<file path="src/assert_macros.svh">
// assertion macros shared by the rtl files
`ifndef ASSERT_MACROS_SVH
`define ASSERT_MACROS_SVH

// same-cycle implication, checked outside reset
`define ASSERT_IMPLIES(label, clk, rst, ante, cons) \
   label: assert property (@(posedge clk) disable iff (rst) (ante) |-> (cons)) \
      else $error("assertion failed");

// next-cycle implication, checked outside reset
`define ASSERT_NEXT(label, clk, rst, ante, cons) \
   label: assert property (@(posedge clk) disable iff (rst) (ante) |=> (cons)) \
      else $error("assertion failed");

`endif

</file>
<file path="src/tbeln_pkg.sv">
// shared types and constants of the text byte formatter
`default_nettype none

package tbeln_pkg;

   localparam int CSR_ADDR_W = 5;
   localparam int CSR_DATA_W = 32;
   localparam int CSR_IDX_W  = 3;

   // register indexes
   localparam logic [CSR_IDX_W-1:0] REG_NUMBER_ALL       = 3'd0;
   localparam logic [CSR_IDX_W-1:0] REG_NUMBER_NONBLANK  = 3'd1;
   localparam logic [CSR_IDX_W-1:0] REG_SQUEEZE_BLANK    = 3'd2;
   localparam logic [CSR_IDX_W-1:0] REG_SHOW_ENDS        = 3'd3;
   localparam logic [CSR_IDX_W-1:0] REG_SHOW_TABS        = 3'd4;
   localparam logic [CSR_IDX_W-1:0] REG_SHOW_NONPRINTING = 3'd5;

   // character codes
   localparam logic [7:0] CH_NL     = 8'd10;
   localparam logic [7:0] CH_TAB    = 8'd9;
   localparam logic [7:0] CH_CARET  = 8'd94;
   localparam logic [7:0] CH_DOLLAR = 8'd36;
   localparam logic [7:0] CH_QMARK  = 8'd63;
   localparam logic [7:0] CH_SPACE  = 8'd32;
   localparam logic [7:0] CH_ZERO   = 8'd48;
   localparam logic [7:0] CH_DEL    = 8'd127;
   localparam logic [7:0] CTRL_LIMIT  = 8'd32;
   localparam logic [7:0] CTRL_OFFSET = 8'd64;

   localparam int PAD_WIDTH = 6;

   typedef struct packed {
      logic number_all;
      logic number_nonblank;
      logic squeeze_blank;
      logic show_ends;
      logic show_tabs;
      logic show_nonprinting;
   } cfg_type;

   // what the back end has to emit for one request (count travels beside it)
   typedef struct packed {
      logic       number;
      logic       dollar;
      logic       caret;
      logic [7:0] sym;
   } desc_type;

   localparam int DESC_W = $bits(desc_type);

endpackage

`default_nettype wire

</file>
<file path="src/tbeln_queue.sv">
// two-entry queue between the classifier and the byte sequencer
`default_nettype none
`include "assert_macros.svh"

module tbeln_queue #(
   parameter int DATA_W = 8
) (
   input  wire logic              clock,
   input  wire logic              reset,
   input  wire logic              push_i,
   input  wire logic [DATA_W-1:0] data_i,
   output logic                   full_o,
   input  wire logic              pop_i,
   output logic                   valid_o,
   output logic [DATA_W-1:0]      data_o
);

   logic [DATA_W-1:0] slot_ff [2];
   logic              wr_ptr_ff, wr_ptr_in;
   logic              rd_ptr_ff, rd_ptr_in;
   logic [1:0]        cnt_ff, cnt_in;

   always_comb begin
      wr_ptr_in = push_i ? ~wr_ptr_ff : wr_ptr_ff;
      rd_ptr_in = pop_i ? ~rd_ptr_ff : rd_ptr_ff;
      cnt_in    = cnt_ff + {1'b0, push_i} - {1'b0, pop_i};
   end

   always_ff @(posedge clock) begin
      if (reset) begin
         wr_ptr_ff <= 1'b0;
         rd_ptr_ff <= 1'b0;
         cnt_ff    <= 2'd0;
      end else begin
         wr_ptr_ff <= wr_ptr_in;
         rd_ptr_ff <= rd_ptr_in;
         cnt_ff    <= cnt_in;
      end
   end

   always_ff @(posedge clock) begin
      if (push_i) begin
         slot_ff[wr_ptr_ff] <= data_i;
      end
   end

   assign full_o  = cnt_ff == 2'd2;
   assign valid_o = cnt_ff != 2'd0;
   assign data_o  = slot_ff[rd_ptr_ff];

   `ASSERT_NEXT(q_push_count, clock, reset, push_i && !pop_i, cnt_ff == $past(cnt_ff) + 2'd1)

endmodule

`default_nettype wire

</file>
<file path="src/tbeln_front.sv">
// front end: takes input bytes, tracks line state and the bcd count
`default_nettype none

module tbeln_front #(
   parameter int COUNT_DIGITS = 10
) (
   input  wire logic                        clock,
   input  wire logic                        reset,
   input  wire tbeln_pkg::cfg_type          cfg_i,
   input  wire logic                        push_i,
   input  wire logic [7:0]                  byte_i,
   output logic                             full_o,
   input  wire logic                        q_full_i,
   output logic                             q_push_o,
   output logic [4*COUNT_DIGITS-1:0]        q_count_o,
   output tbeln_pkg::desc_type              q_desc_o
);

   localparam int CW = 4 * COUNT_DIGITS;

   logic [CW-1:0] count_ff, count_in;
   logic          prev_nl_ff, prev_nl_in;
   logic          blank_ff, blank_in;
   logic          accept;
   logic          is_nl;
   logic          drop;
   logic          number;
   logic [CW-1:0] count_inc;
   tbeln_pkg::desc_type desc;

   // bcd increment, saturating at all nines
   function automatic logic [CW-1:0] bcd_inc(input logic [CW-1:0] v);
      logic [CW-1:0] r;
      logic          carry;
      r     = v;
      carry = 1'b1;
      for (int i = 0; i < COUNT_DIGITS; i++) begin
         if (carry) begin
            if (r[4*i +: 4] == 4'd9) begin
               r[4*i +: 4] = 4'd0;
            end else begin
               r[4*i +: 4] = r[4*i +: 4] + 4'd1;
               carry       = 1'b0;
            end
         end
      end
      return carry ? v : r;
   endfunction

   assign full_o = q_full_i;
   assign accept = push_i && !q_full_i;
   assign is_nl  = byte_i == tbeln_pkg::CH_NL;
   assign drop   = cfg_i.squeeze_blank && prev_nl_ff && is_nl && blank_ff;
   assign number = prev_nl_ff &&
                   ((cfg_i.number_all && !cfg_i.number_nonblank) ||
                    (cfg_i.number_nonblank && !is_nl));
   assign count_inc = bcd_inc(count_ff);

   always_comb begin
      desc.number = number;
      desc.dollar = cfg_i.show_ends && is_nl;
      desc.caret  = 1'b0;
      desc.sym    = byte_i;
      if (cfg_i.show_tabs && byte_i == tbeln_pkg::CH_TAB) begin
         desc.caret = 1'b1;
         desc.sym   = tbeln_pkg::CH_TAB + tbeln_pkg::CTRL_OFFSET;
      end else if (cfg_i.show_nonprinting) begin
         if (byte_i < tbeln_pkg::CTRL_LIMIT && byte_i != tbeln_pkg::CH_TAB && !is_nl) begin
            desc.caret = 1'b1;
            desc.sym   = byte_i + tbeln_pkg::CTRL_OFFSET;
         end else if (byte_i == tbeln_pkg::CH_DEL) begin
            desc.caret = 1'b1;
            desc.sym   = tbeln_pkg::CH_QMARK;
         end
      end
   end

   always_comb begin
      count_in   = count_ff;
      prev_nl_in = prev_nl_ff;
      blank_in   = blank_ff;
      if (accept && !drop) begin
         // the final symbol is a newline exactly when the input byte is one
         prev_nl_in = is_nl;
         blank_in   = prev_nl_ff && is_nl;
         if (number) begin
            count_in = count_inc;
         end
      end
   end

   always_ff @(posedge clock) begin
      if (reset) begin
         count_ff   <= '0;
         prev_nl_ff <= 1'b1;
         blank_ff   <= 1'b0;
      end else begin
         count_ff   <= count_in;
         prev_nl_ff <= prev_nl_in;
         blank_ff   <= blank_in;
      end
   end

   assign q_push_o  = accept && !drop;
   assign q_count_o = count_in;
   assign q_desc_o  = desc;

endmodule

`default_nettype wire

</file>
<file path="src/tbeln_back.sv">
// back end: expands one queued request into output bytes
`default_nettype none
`include "assert_macros.svh"

module tbeln_back #(
   parameter int COUNT_DIGITS = 10
) (
   input  wire logic                        clock,
   input  wire logic                        reset,
   input  wire logic                        q_valid_i,
   input  wire logic [4*COUNT_DIGITS-1:0]   q_count_i,
   input  wire tbeln_pkg::desc_type         q_desc_i,
   output logic                             q_pop_o,
   output logic                             empty_o,
   input  wire logic                        pop_i,
   output logic [7:0]                       out_byte_o,
   output logic                             last_o
);

   localparam int SIG_W = $clog2(COUNT_DIGITS + 1);
   localparam int POS_W = $clog2(COUNT_DIGITS);

   typedef enum logic [5:0] {
      PH_FIRST  = 6'b000001,
      PH_NUM    = 6'b000010,
      PH_TAB    = 6'b000100,
      PH_DOLLAR = 6'b001000,
      PH_CARET  = 6'b010000,
      PH_SYM    = 6'b100000
   } phase_type;

   phase_type        state_ff, state_in;
   phase_type        cur;
   phase_type        after_tab;
   logic [POS_W-1:0] pos_ff, pos_in;
   logic             out_valid_ff, out_valid_in;
   logic [7:0]       out_byte_ff, out_byte_in;
   logic             out_last_ff, out_last_in;
   logic             advance;
   logic [SIG_W-1:0] sig;
   logic [SIG_W-1:0] width;
   logic [SIG_W-1:0] idx;
   logic [3:0]       digit;
   logic [7:0]       num_byte;
   logic             num_last;

   // significant digits of the count, at least one
   always_comb begin
      sig = SIG_W'(1);
      for (int i = 0; i < COUNT_DIGITS; i++) begin
         if (q_count_i[4*i +: 4] != 4'd0) begin
            sig = SIG_W'(i + 1);
         end
      end
   end

   assign width    = (sig > SIG_W'(tbeln_pkg::PAD_WIDTH)) ? sig : SIG_W'(tbeln_pkg::PAD_WIDTH);
   assign idx      = width - SIG_W'(1) - SIG_W'(pos_ff);
   assign digit    = q_count_i[4*idx[POS_W-1:0] +: 4];
   assign num_byte = (idx >= sig) ? tbeln_pkg::CH_SPACE : tbeln_pkg::CH_ZERO + {4'd0, digit};
   assign num_last = SIG_W'(pos_ff) == width - SIG_W'(1);

   always_comb begin
      if (q_desc_i.dollar) begin
         after_tab = PH_DOLLAR;
      end else if (q_desc_i.caret) begin
         after_tab = PH_CARET;
      end else begin
         after_tab = PH_SYM;
      end
      if (state_ff == PH_FIRST) begin
         cur = q_desc_i.number ? PH_NUM : after_tab;
      end else begin
         cur = state_ff;
      end
   end

   assign advance = q_valid_i && (!out_valid_ff || pop_i);

   always_comb begin
      state_in     = state_ff;
      pos_in       = pos_ff;
      out_valid_in = out_valid_ff && !pop_i;
      out_byte_in  = out_byte_ff;
      out_last_in  = out_last_ff;
      if (advance) begin
         out_valid_in = 1'b1;
         out_last_in  = 1'b0;
         case (cur)
            PH_NUM: begin
               out_byte_in = num_byte;
               if (num_last) begin
                  pos_in   = '0;
                  state_in = PH_TAB;
               end else begin
                  pos_in   = pos_ff + POS_W'(1);
                  state_in = PH_NUM;
               end
            end
            PH_TAB: begin
               out_byte_in = tbeln_pkg::CH_TAB;
               state_in    = after_tab;
            end
            PH_DOLLAR: begin
               out_byte_in = tbeln_pkg::CH_DOLLAR;
               state_in    = q_desc_i.caret ? PH_CARET : PH_SYM;
            end
            PH_CARET: begin
               out_byte_in = tbeln_pkg::CH_CARET;
               state_in    = PH_SYM;
            end
            default: begin
               out_byte_in = q_desc_i.sym;
               out_last_in = 1'b1;
               state_in    = PH_FIRST;
            end
         endcase
      end
   end

   always_ff @(posedge clock) begin
      if (reset) begin
         state_ff     <= PH_FIRST;
         pos_ff       <= '0;
         out_valid_ff <= 1'b0;
      end else begin
         state_ff     <= state_in;
         pos_ff       <= pos_in;
         out_valid_ff <= out_valid_in;
      end
   end

   always_ff @(posedge clock) begin
      out_byte_ff <= out_byte_in;
      out_last_ff <= out_last_in;
   end

   assign q_pop_o    = advance && cur == PH_SYM;
   assign empty_o    = !out_valid_ff;
   assign out_byte_o = out_byte_ff;
   assign last_o     = out_last_ff;

   `ASSERT_IMPLIES(bk_num_pos, clock, reset, state_ff == PH_NUM, SIG_W'(pos_ff) < width)
   `ASSERT_NEXT(bk_pop_last, clock, reset, q_pop_o, out_valid_ff && out_last_ff)
   `ASSERT_IMPLIES(bk_busy_valid, clock, reset, state_ff != PH_FIRST, q_valid_i)

endmodule

`default_nettype wire

</file>
<file path="src/text_byte_escape_line_numberer_unit.sv">
// top level of the text byte formatter with line numbers and escapes
`default_nettype none

// Text byte formatter. Takes one text byte per request and produces its output
// bytes (rsp_last marks the final byte of a request): an optional right-aligned
// bcd line number and tab at the start of a line, an optional '$' before a
// newline, caret escapes for tab, control bytes and DEL, and squeezing of
// repeated empty lines (a squeezed newline produces no output bytes at all).
// The front end classifies a request and updates the line state in the cycle
// it is taken; a two-entry queue hands it to the back end, which emits one
// output byte per cycle into an output register while no held byte waits
// for rsp_pop. A request yields one output byte for an ordinary byte, two for
// an escaped byte, and up to max(6, digits) + 3 when a line number is printed.
// The back end's one-byte-per-cycle sequencer sets the unstalled rate; req_full
// rises only when both queue entries are waiting. Configuration registers sit
// at byte addresses 4*i in this order: number_all, number_nonblank,
// squeeze_blank, show_ends, show_tabs, show_nonprinting (bit 0 each); the
// register is picked by address bits 4:2, and writes past the last register
// are ignored and read back zero. COUNT_DIGITS sets the width of the bcd line
// counter, which saturates at all nines.

module text_byte_escape_line_numberer_unit #(
   parameter int COUNT_DIGITS = 10
) (
   input  wire logic                              clock,
   input  wire logic                              reset,
   // request side
   input  wire logic                              req_push,
   input  wire logic [7:0]                        req_in_byte,
   output logic                                   req_full,
   // result side
   output logic                                   rsp_empty,
   input  wire logic                              rsp_pop,
   output logic [7:0]                             rsp_out_byte,
   output logic                                   rsp_last,
   // configuration port
   input  wire logic                              csr_psel,
   input  wire logic                              csr_penable,
   input  wire logic                              csr_pwrite,
   input  wire logic [tbeln_pkg::CSR_ADDR_W-1:0]  csr_paddr,
   input  wire logic [tbeln_pkg::CSR_DATA_W-1:0]  csr_pwdata,
   output logic [tbeln_pkg::CSR_DATA_W-1:0]       csr_prdata,
   output logic                                   csr_pready
);

   localparam int CW     = 4 * COUNT_DIGITS;
   localparam int DATA_W = CW + tbeln_pkg::DESC_W;

   tbeln_pkg::cfg_type cfg_ff, cfg_in;
   logic [tbeln_pkg::CSR_IDX_W-1:0] csr_idx;
   logic                            csr_wr;
   logic                            read_bit;

   logic                q_full;
   logic                q_push;
   logic [CW-1:0]       push_count;
   tbeln_pkg::desc_type push_desc;
   logic                q_pop;
   logic                q_valid;
   logic [DATA_W-1:0]   q_head;
   logic [CW-1:0]       head_count;
   tbeln_pkg::desc_type head_desc;

   // configuration registers, one bit each
   assign csr_idx    = csr_paddr[tbeln_pkg::CSR_ADDR_W-1:2];
   assign csr_wr     = csr_psel && csr_penable && csr_pwrite;
   assign csr_pready = 1'b1;

   always_comb begin
      cfg_in = cfg_ff;
      if (csr_wr) begin
         case (csr_idx)
            tbeln_pkg::REG_NUMBER_ALL:       cfg_in.number_all       = csr_pwdata[0];
            tbeln_pkg::REG_NUMBER_NONBLANK:  cfg_in.number_nonblank  = csr_pwdata[0];
            tbeln_pkg::REG_SQUEEZE_BLANK:    cfg_in.squeeze_blank    = csr_pwdata[0];
            tbeln_pkg::REG_SHOW_ENDS:        cfg_in.show_ends        = csr_pwdata[0];
            tbeln_pkg::REG_SHOW_TABS:        cfg_in.show_tabs        = csr_pwdata[0];
            tbeln_pkg::REG_SHOW_NONPRINTING: cfg_in.show_nonprinting = csr_pwdata[0];
            default: ; // unmapped address, write dropped
         endcase
      end
   end

   always_comb begin
      case (csr_idx)
         tbeln_pkg::REG_NUMBER_ALL:       read_bit = cfg_ff.number_all;
         tbeln_pkg::REG_NUMBER_NONBLANK:  read_bit = cfg_ff.number_nonblank;
         tbeln_pkg::REG_SQUEEZE_BLANK:    read_bit = cfg_ff.squeeze_blank;
         tbeln_pkg::REG_SHOW_ENDS:        read_bit = cfg_ff.show_ends;
         tbeln_pkg::REG_SHOW_TABS:        read_bit = cfg_ff.show_tabs;
         tbeln_pkg::REG_SHOW_NONPRINTING: read_bit = cfg_ff.show_nonprinting;
         default:                         read_bit = 1'b0;
      endcase
   end

   assign csr_prdata = {{(tbeln_pkg::CSR_DATA_W-1){1'b0}}, read_bit};

   always_ff @(posedge clock) begin
      if (reset) begin
         cfg_ff <= '0;
      end else begin
         cfg_ff <= cfg_in;
      end
   end

   // front end: classify each request, keep line state and count
   tbeln_front #(
      .COUNT_DIGITS (COUNT_DIGITS)
   ) u_front (
      .clock     (clock),
      .reset     (reset),
      .cfg_i     (cfg_ff),
      .push_i    (req_push),
      .byte_i    (req_in_byte),
      .full_o    (req_full),
      .q_full_i  (q_full),
      .q_push_o  (q_push),
      .q_count_o (push_count),
      .q_desc_o  (push_desc)
   );

   // queue carries the count snapshot beside the request descriptor
   tbeln_queue #(
      .DATA_W (DATA_W)
   ) u_queue (
      .clock   (clock),
      .reset   (reset),
      .push_i  (q_push),
      .data_i  ({push_count, push_desc}),
      .full_o  (q_full),
      .pop_i   (q_pop),
      .valid_o (q_valid),
      .data_o  (q_head)
   );

   assign head_count = q_head[DATA_W-1 -: CW];
   assign head_desc  = tbeln_pkg::desc_type'(q_head[tbeln_pkg::DESC_W-1:0]);

   // back end: one output byte per cycle unless a held output byte is not popped
   tbeln_back #(
      .COUNT_DIGITS (COUNT_DIGITS)
   ) u_back (
      .clock      (clock),
      .reset      (reset),
      .q_valid_i  (q_valid),
      .q_count_i  (head_count),
      .q_desc_i   (head_desc),
      .q_pop_o    (q_pop),
      .empty_o    (rsp_empty),
      .pop_i      (rsp_pop),
      .out_byte_o (rsp_out_byte),
      .last_o     (rsp_last)
   );

endmodule

`default_nettype wire
</file>
<file path="config.mk">
export PLATFORM = sky130hd
export DESIGN_NAME = text_byte_escape_line_numberer_unit
export DESIGN_NICKNAME = d
export VERILOG_FILES = /design/src/tbeln_pkg.sv /design/src/tbeln_queue.sv /design/src/tbeln_front.sv /design/src/tbeln_back.sv /design/src/text_byte_escape_line_numberer_unit.sv
export VERILOG_INCLUDE_DIRS = /design/src /design/src/src
export SDC_FILE = /design/constraint.sdc
export NUM_CORES = 1
export LEC_CHECK = 0
export BUFFER_PORTS_ARGS = -buffer_cell sky130_fd_sc_hd__buf_2
export CAP_MARGIN = 15
export CORE_MARGIN = 10
export CORE_UTILIZATION = 40
export CTS_BUF_LIST = sky130_fd_sc_hd__clkbuf_4 sky130_fd_sc_hd__clkbuf_8 sky130_fd_sc_hd__clkbuf_16
export DETAILED_ROUTE_END_ITERATION = 6
export REMOVE_ABC_BUFFERS = 1
export SKIP_LAST_GASP = 1
export SYNTH_ARGS = -nofsm -noshare
export SYNTH_HDL_FRONTEND = slang
export SYNTH_HIERARCHICAL = 1
export SYNTH_SLANG_ARGS = --single-unit
export TNS_END_PERCENT = 5
</file>
<file path="constraint.sdc">
create_clock -name clock -period 8 [get_ports clock]
set_clock_uncertainty 0.15 [all_clocks]
set_input_delay 0 -clock clock [delete_from_list [all_inputs] [get_ports clock]]
set_output_delay 0 -clock clock [all_outputs]
set_load 0.01 [all_outputs]
</file>
==> flow_summary.json, run 1 <==
{
  "cts.clk_slew.worst_paths_ns": 0.07,
  "insertedDiodeCount": 0,
  "startpoint_type": "flip-flop",
  "path_class": "reg -> reg",
  "top_layer": "met4",
  "drv_cap": 0,
  "rsz0062_at_grt": "no",
  "routed_wirelength_mm": 19.1,
  "route.detailed.drc": 0,
  "drt-initial-drc-count": 524,
  "synth_edf_count": 111,
  "status": "finished, final reports clean",
  "nets": 918,
  "io_pins": 96,
  "timing.hold.ws_ns": 0.0830,
  "hold_viol": 0,
  "fin_setup_tns_ns": 0,
  "fmax_mhz": 203,
  "cts_buffers": 17,
  "vias": 6187,
  "dp_cells": 1131,
  "clock_path_buffers": 2,
  "syn_area_mm2": 0.00943,
  "yosys_warnings": 6,
  "synthFlopType": "edfxtp_1",
  "yosysSeqAreaShare": 0.490,
  "die_area_mm2": 0.0301,
  "place_hpwl_mm": 13.3,
  "antenna_found_initial": 0,
  "core-area_mm2": 0.0233,
  "cts_tree": "yes",
  "m1WireLength_mm": 8.96,
  "synthArstFlopShare": 0,
  "fillers": 2143,
  "die_x_um": 174,
  "initial_utilization": 0.404,
  "slew_headroom": 0.227,
  "dr_wl_met3_um": 933,
  "post_cts_buffers": 0,
  "power_leakage_nw": 3.91,
  "power_density_mw_per_mm2": 261,
  "rows": 56,
  "grt.overflow.total": 0,
  "min_period_ns": 4.92,
  "netlist_instances": 819,
  "die_h_um": 174,
  "grt_max_degree": 69,
  "drive_above_1_share": 0.199,
  "clock-sinks": 175,
  "met2_length_mm": 9.00,
  "final_cell_mix": "edfxtp_1 (111), dfxtp_1 (63), nand2_1 (59), mux2_4 (50), a21oi_1 (43)",
  "grt_pass1_vias": 5978,
  "port-buffer-count": 30,
  "cp_max_fo": 24,
  "wl_per_cell_um": 16.1,
  "clk_latency_ns": 0.43,
  "gp_congestion": 0.789,
  "finalPower_w": 0.00273,
  "grt_pass1_wl_mm": 31.1,
  "hp-class": "in -> reg",
  "ant_nets": 0,
  "syn_to_final_growth_pct": 10.7,
  "dr.pass1.iters": 4,
  "grtUsageTotal": 0.125,
  "finalMaxSlewViolations": 0,
  "fin_cells": 1185,
  "ys_types": 76,
  "arrival_ns": 4.94,
  "ys_ff_latch": 175,
  "setup_viol": 0,
  "cts_htree_levels": 4,
  "clock-root-buffer": "clkbuf_16",
  "vias_per_cell": 5.22,
  "ir_drop_v": 0.000158,
  "synth.avg_cell_area_um2": 11.5,
  "worst_pin_slew_ns": 1.15,
  "final_common_cell": "edfxtp_1",
  "fin_crit_sh": 0.615,
  "critical_path_required_ns": 8.03,
  "end_kind": "flip-flop"
}
## layer usage
metal,global-route usage,vias up
li1,-,3062
met1,0.161,2994
met2,0.203,117
met3,0.0349,14
met4,0.0323,0
met5,0,-
## through the flow
step	setup WS (ns)	instance area (um^2)	util
floorplan	2.26	9010	-
global placement	3.15	9610	0.412
detailed placement	3.14	9610	0.412
CTS	3.09	10400	0.447
global route	2.80	10400	0.447
finish	3.08	10400	0.447
## worst max-delay path: stages, from the launching register on
cell,delay [ns]
dfxtp_4,0.64
mux2_4,0.35
or4_1,0.64
a21oi_1,0.19
nor2_1,0.05
ha_1,0.20
fa_1,0.38
xor2_1,0.47
inv_1,0.27
ha_1,0.34
o21ai_0,0.07
o21ai_1,0.51
o41ai_2,0.16
o22a_1,0.21
## timing repair
action / in CTS / in global routing
hold buffers: 22 / 0
gates resized for setup: 0 / 0
hold endpoints to repair: 29 / 0
## layout make-up
type / count / area, um^2 / area share
tap: 319 / 399 / 0.0382
multi-input combinational: 575 / 4310 / 0.413
inverter: 27 / 101 / 0.00971
clock inverter: 11 / 130 / 0.0125
timing repair buffer: 57 / 408 / 0.0391
sequential: 175 / 4620 / 0.443
clock buffer: 21 / 473 / 0.0453
## state kept, by name, indices dropped and copies added, names as in the netlist, named ones only
register / cells
u_back/state_ff: 6
u_back/last_o: 1
u_queue/slot_ff: 102
u_queue/cnt_ff: 2
u_queue/rd_ptr_ff: 1
u_back/out_byte_o: 8
cfg_ff: 6
u_front/count_ff: 40
u_back/out_valid_ff: 1
u_front/prev_nl_ff: 1
u_front/blank_ff: 1
u_queue/wr_ptr_ff: 1
u_back/pos_ff: 4
## path summary, 6_finish.rpt
kind	from	end	slack, ns	depth (start not counted)
max reg2reg	flip-flop	u_back/out_byte_o[0]	3.08	13
min reg2reg	u_front/blank_ff	u_front/blank_ff	0.33	2
min	reset	flip-flop	0.08	3
max	flip-flop	u_back/out_byte_o[0]	3.08	13
## cell families after synthesis
| family | count (synthesis) | share of synthesized area |
|---|---|---|
| AOI/OAI and AO/OA | 123 | 0.0820 |
| xor gates and xnor gates | 19 | 0.0199 |
| adders and majority gates | 13 | 0.0181 |
| buffers and inverters | 99 | 0.0664 |
| DFF | 175 | 0.490 |
| muxes | 91 | 0.137 |
| other | 2 | 0.000797 |
| and+or+nand+nor | 297 | 0.186 |
## cells in the mapped netlist (21+ instances only)
| cell type | instances | area (um^2) |
|---|---|---|
| a21oi_1 | 43 | 215 |
| buf_4 | 36 | 270 |
| clkbuf_1 | 21 | 78.8 |
| dfxtp_1 | 64 | 1280 |
| edfxtp_1 | 111 | 3330 |
| inv_1 | 26 | 97.6 |
| mux2_4 | 50 | 751 |
| nand2_1 | 59 | 221 |
| nand3_1 | 22 | 110 |
| nor2_1 | 41 | 154 |
| nor2b_1 | 25 | 156 |
| o21ai_0 | 28 | 140 |
## power by group
part / internal [W] / leakage, nW / switching [W] / total [W]
Sequential: 0.00111 / 1.59 / 0.0000620 / 0.00117
Clock: 0.000493 / 0.293 / 0.000352 / 0.000845
Combinational: 0.000327 / 2.03 / 0.000386 / 0.000713
No activity file was read; power rests on OpenSTA's default activity.
==> run 2: changes to the inputs <==
Settings changed: ABC_AREA set to 1.
Clock period 8 ns to 4.65 ns, I/O delays scaled along.
==> run 2 against run 1 <==
  * Critical path depth rose by 9
  * Final area grew 6.4%
  * Critical endpoint unchanged
  * Count of clock-buffer cells in the layout down 4
==> flow_summary.json, run 2 <==
{
  "status": "finished, final reports clean",
  "rows": 57,
  "setup_viol": 0,
  "synth_edf_count": 111,
  "whs_path_depth": 2,
  "drv_cap": 0,
  "finalPower_w": 0.00466,
  "synthSimpleGateAreaFrac": 0.270,
  "reg2reg_depth": 22,
  "ir_drop_v": 0.000240,
  "grtUsageTotal": 0.137,
  "clock-sinks": 175,
  "critical_path_required_ns": 4.79,
  "io_pins": 96,
  "post-place-ws_ns": 0.365,
  "largest_reg_flops": 102,
  "power_density_mw_per_mm2": 419,
  "grt_max_degree": 52,
  "routed_wirelength_mm": 21.2,
  "netlist_instances": 1145,
  "hold_viol": 0,
  "die_x_um": 178,
  "grt_pass1_vias": 6978,
  "gp_congestion": 0.841,
  "clk_latency_ns": 0.43,
  "cts_buffers": 17,
  "clock-root-buffer": "clkbuf_16",
  "ys_types": 49,
  "die_h_um": 178,
  "rsz0062_at_grt": "no",
  "synth.avg_cell_area_um2": 8.70,
  "yosys.cell_count.top_type": "nand2_1",
  "drive_above_1_share": 0.176,
  "worst_pin_slew_ns": 0.830,
  "place_hpwl_mm": 14.9,
  "arrival_ns": 4.33,
  "startpoint_type": "flip-flop",
  "largest-register": "u_queue/slot_ff",
  "synthXorXnorAreaFrac": 0.00615,
  "wl_per_cell_um": 13.9,
  "min_period_ns": 4.19,
  "vias_per_cell": 4.79,
  "port-buffer-count": 30,
  "die_area_mm2": 0.0316,
  "synth-compound-area-share": 0.0637,
  "insertedDiodeCount": 0,
  "yosys_warnings": 6,
  "synthAdderAreaFrac": 0.0171,
  "synth_common_cells": "nand2_1 (280), inv_1 (128), edfxtp_1 (111), nor2_1 (111), nand3_1 (74)",
  "synth_top_cell_area_share": 0.335,
  "fin_setup_tns_ns": 0,
  "drt-initial-drc-count": 575,
  "synth_mux_area_frac": 0.0765,
  "timing.hold.ws_ns": 0.190,
  "final_cell_mix": "nand2_1 (280), inv_1 (127), edfxtp_1 (111), nor2_1 (110), nand3_1 (74)",
  "finalMaxSlewViolations": 0,
  "synth_area_leaders": "edfxtp_1 (33%), dfxtp_1 (13%), nand2_1 (11%), mux2_4 (7.5%), inv_1 (4.8%)",
  "grt.overflow.total": 0,
  "syn_to_final_growth_pct": 11.5,
  "initial_utilization": 0.408,
  "grt_pass1_wl_mm": 34.9,
  "clock_path_buffers": 2,
  "slew_headroom": 0.447,
  "dp_cells": 1475,
  "hp-class": "in -> reg",
  "syn_area_mm2": 0.00996,
  "yosysSeqAreaShare": 0.463,
  "ys_ff_latch": 175,
  "cts.clk_slew.worst_paths_ns": 0.07,
  "fin_crit_sh": 0.901,
  "ant_nets": 0,
  "synthFlopType": "edfxtp_1",
  "nets": 1259,
  "core-area_mm2": 0.0244,
  "synth_largest_area_cell": "edfxtp_1",
  "fin_cells": 1531,
  "dr.pass1.iters": 5,
  "cts_tree": "yes",
  "path_class": "reg -> reg",
  "power_leakage_nw": 4.82,
  "final_common_cell": "nand2_1",
  "route.detailed.drc": 0,
  "fmax_mhz": 239,
  "vias": 7334,
  "cp_max_fo": 32,
  "setup_slack_ns": 0.461,
  "synth_top_family_by_area": "simple AND/OR/NAND/NOR gates",
  "end_kind": "flip-flop",
  "cts_htree_levels": 4,
  "antenna_found_initial": 0,
  "synthArstFlopShare": 0
}
[run 2: cell count changes after synthesis, moves of 13 or more]
cell      delta
nor2_2      +19
inv_1      +102
nand3_1     +52
nand2_1    +221
or4_1       -16
nand2_2     +16
inv_2       +13
nand2b_1    -17
o21ai_0     +30
mux2i_1     -16
nor2b_1     -25
mux2_2      -15
nor2_1      +70
[run 2: power by group]
group | switching (W) | internal, W
combinational | 0.000848 | 0.000459
clock | 0.000651 | 0.000768
sequential | 0.0000567 | 0.00188
[run 2: path summary, 6_finish.rpt]
| check | end | slack [ns] | from |
|---|---|---|---|
| max | u_back/out_byte_o[0] | 0.46 | flip-flop |
| min reg2reg | u_front/blank_ff | 0.33 | u_front/blank_ff |
| max reg2reg | u_back/out_byte_o[0] | 0.46 | flip-flop |
| min | u_queue/slot_ff[1][3] | 0.19 | req_in_byte[3] |
[run 2: logic make-up after synthesis]
family,after synthesis
AOI/OAI and AO/OA,120
xor gates and xnor gates,7
adders and majority gates,13
buffers and inverters,210
DFF,175
muxes,51
other,2
and+or+nand+nor,567
[run 2: layout make-up]
cell class	instances	area, um^2
flip-flops and latches	175	4620
inverters	144	543
repair buffers	66	493
fillers	2347	13300
well taps	324	405
clock buffers	17	425
clock inverters	15	171
multi-input cells	790	4450
[run 2: per-layer routing]
| metal | wire [um] | vias up | part of all wire | global-route usage |
|---|---|---|---|---|
| met4 | 321 | 0 | 0.015 | 0.0448 |
| met5 | 0 | - | 0 | 0 |
| met2 | 10100 | 143 | 0.48 | 0.228 |
| li1 | - | 3801 | - | - |
| met1 | 9850 | 3370 | 0.46 | 0.175 |
| met3 | 907 | 20 | 0.043 | 0.0246 |
[run 2: repair_timing]
| action | CTS | global route |
|---|---|---|
| endpoints found under the hold margin | 31 | 0 |
| hold buffers | 24 | 0 |
| setup endpoints to repair | 0 | 5 |
| resized for setup | 0 | 2 |
| buffers inserted | 0 | 0 |
[run 2: per-stage QoR]
stage	instance area (um^2)	util
finish	11100	0.455
floorplan	9590	-
global route	11100	0.455
global placement	10300	0.421
detailed placement	10300	0.421
CTS	11100	0.455
[run 2: critical path, cell delays in order (launching register included)]
cell and delay, ns:
dfxtp_4 0.36, buf_12 0.26, mux2_4 0.34, nor4_1 0.49, nand2_1 0.11, nand2_1 0.08, nand2_1 0.06, nand4_1 0.07
nand2_1 0.08, ha_1 0.28, inv_1 0.05, nor3_1 0.17, nor2_1 0.06, nand2_1 0.07, inv_1 0.04, nand2_1 0.14
nand2_2 0.11, ha_1 0.30, a21oi_1 0.14, o21ai_0 0.12, a31oi_2 0.27, nand4_1 0.19, nand3_1 0.13
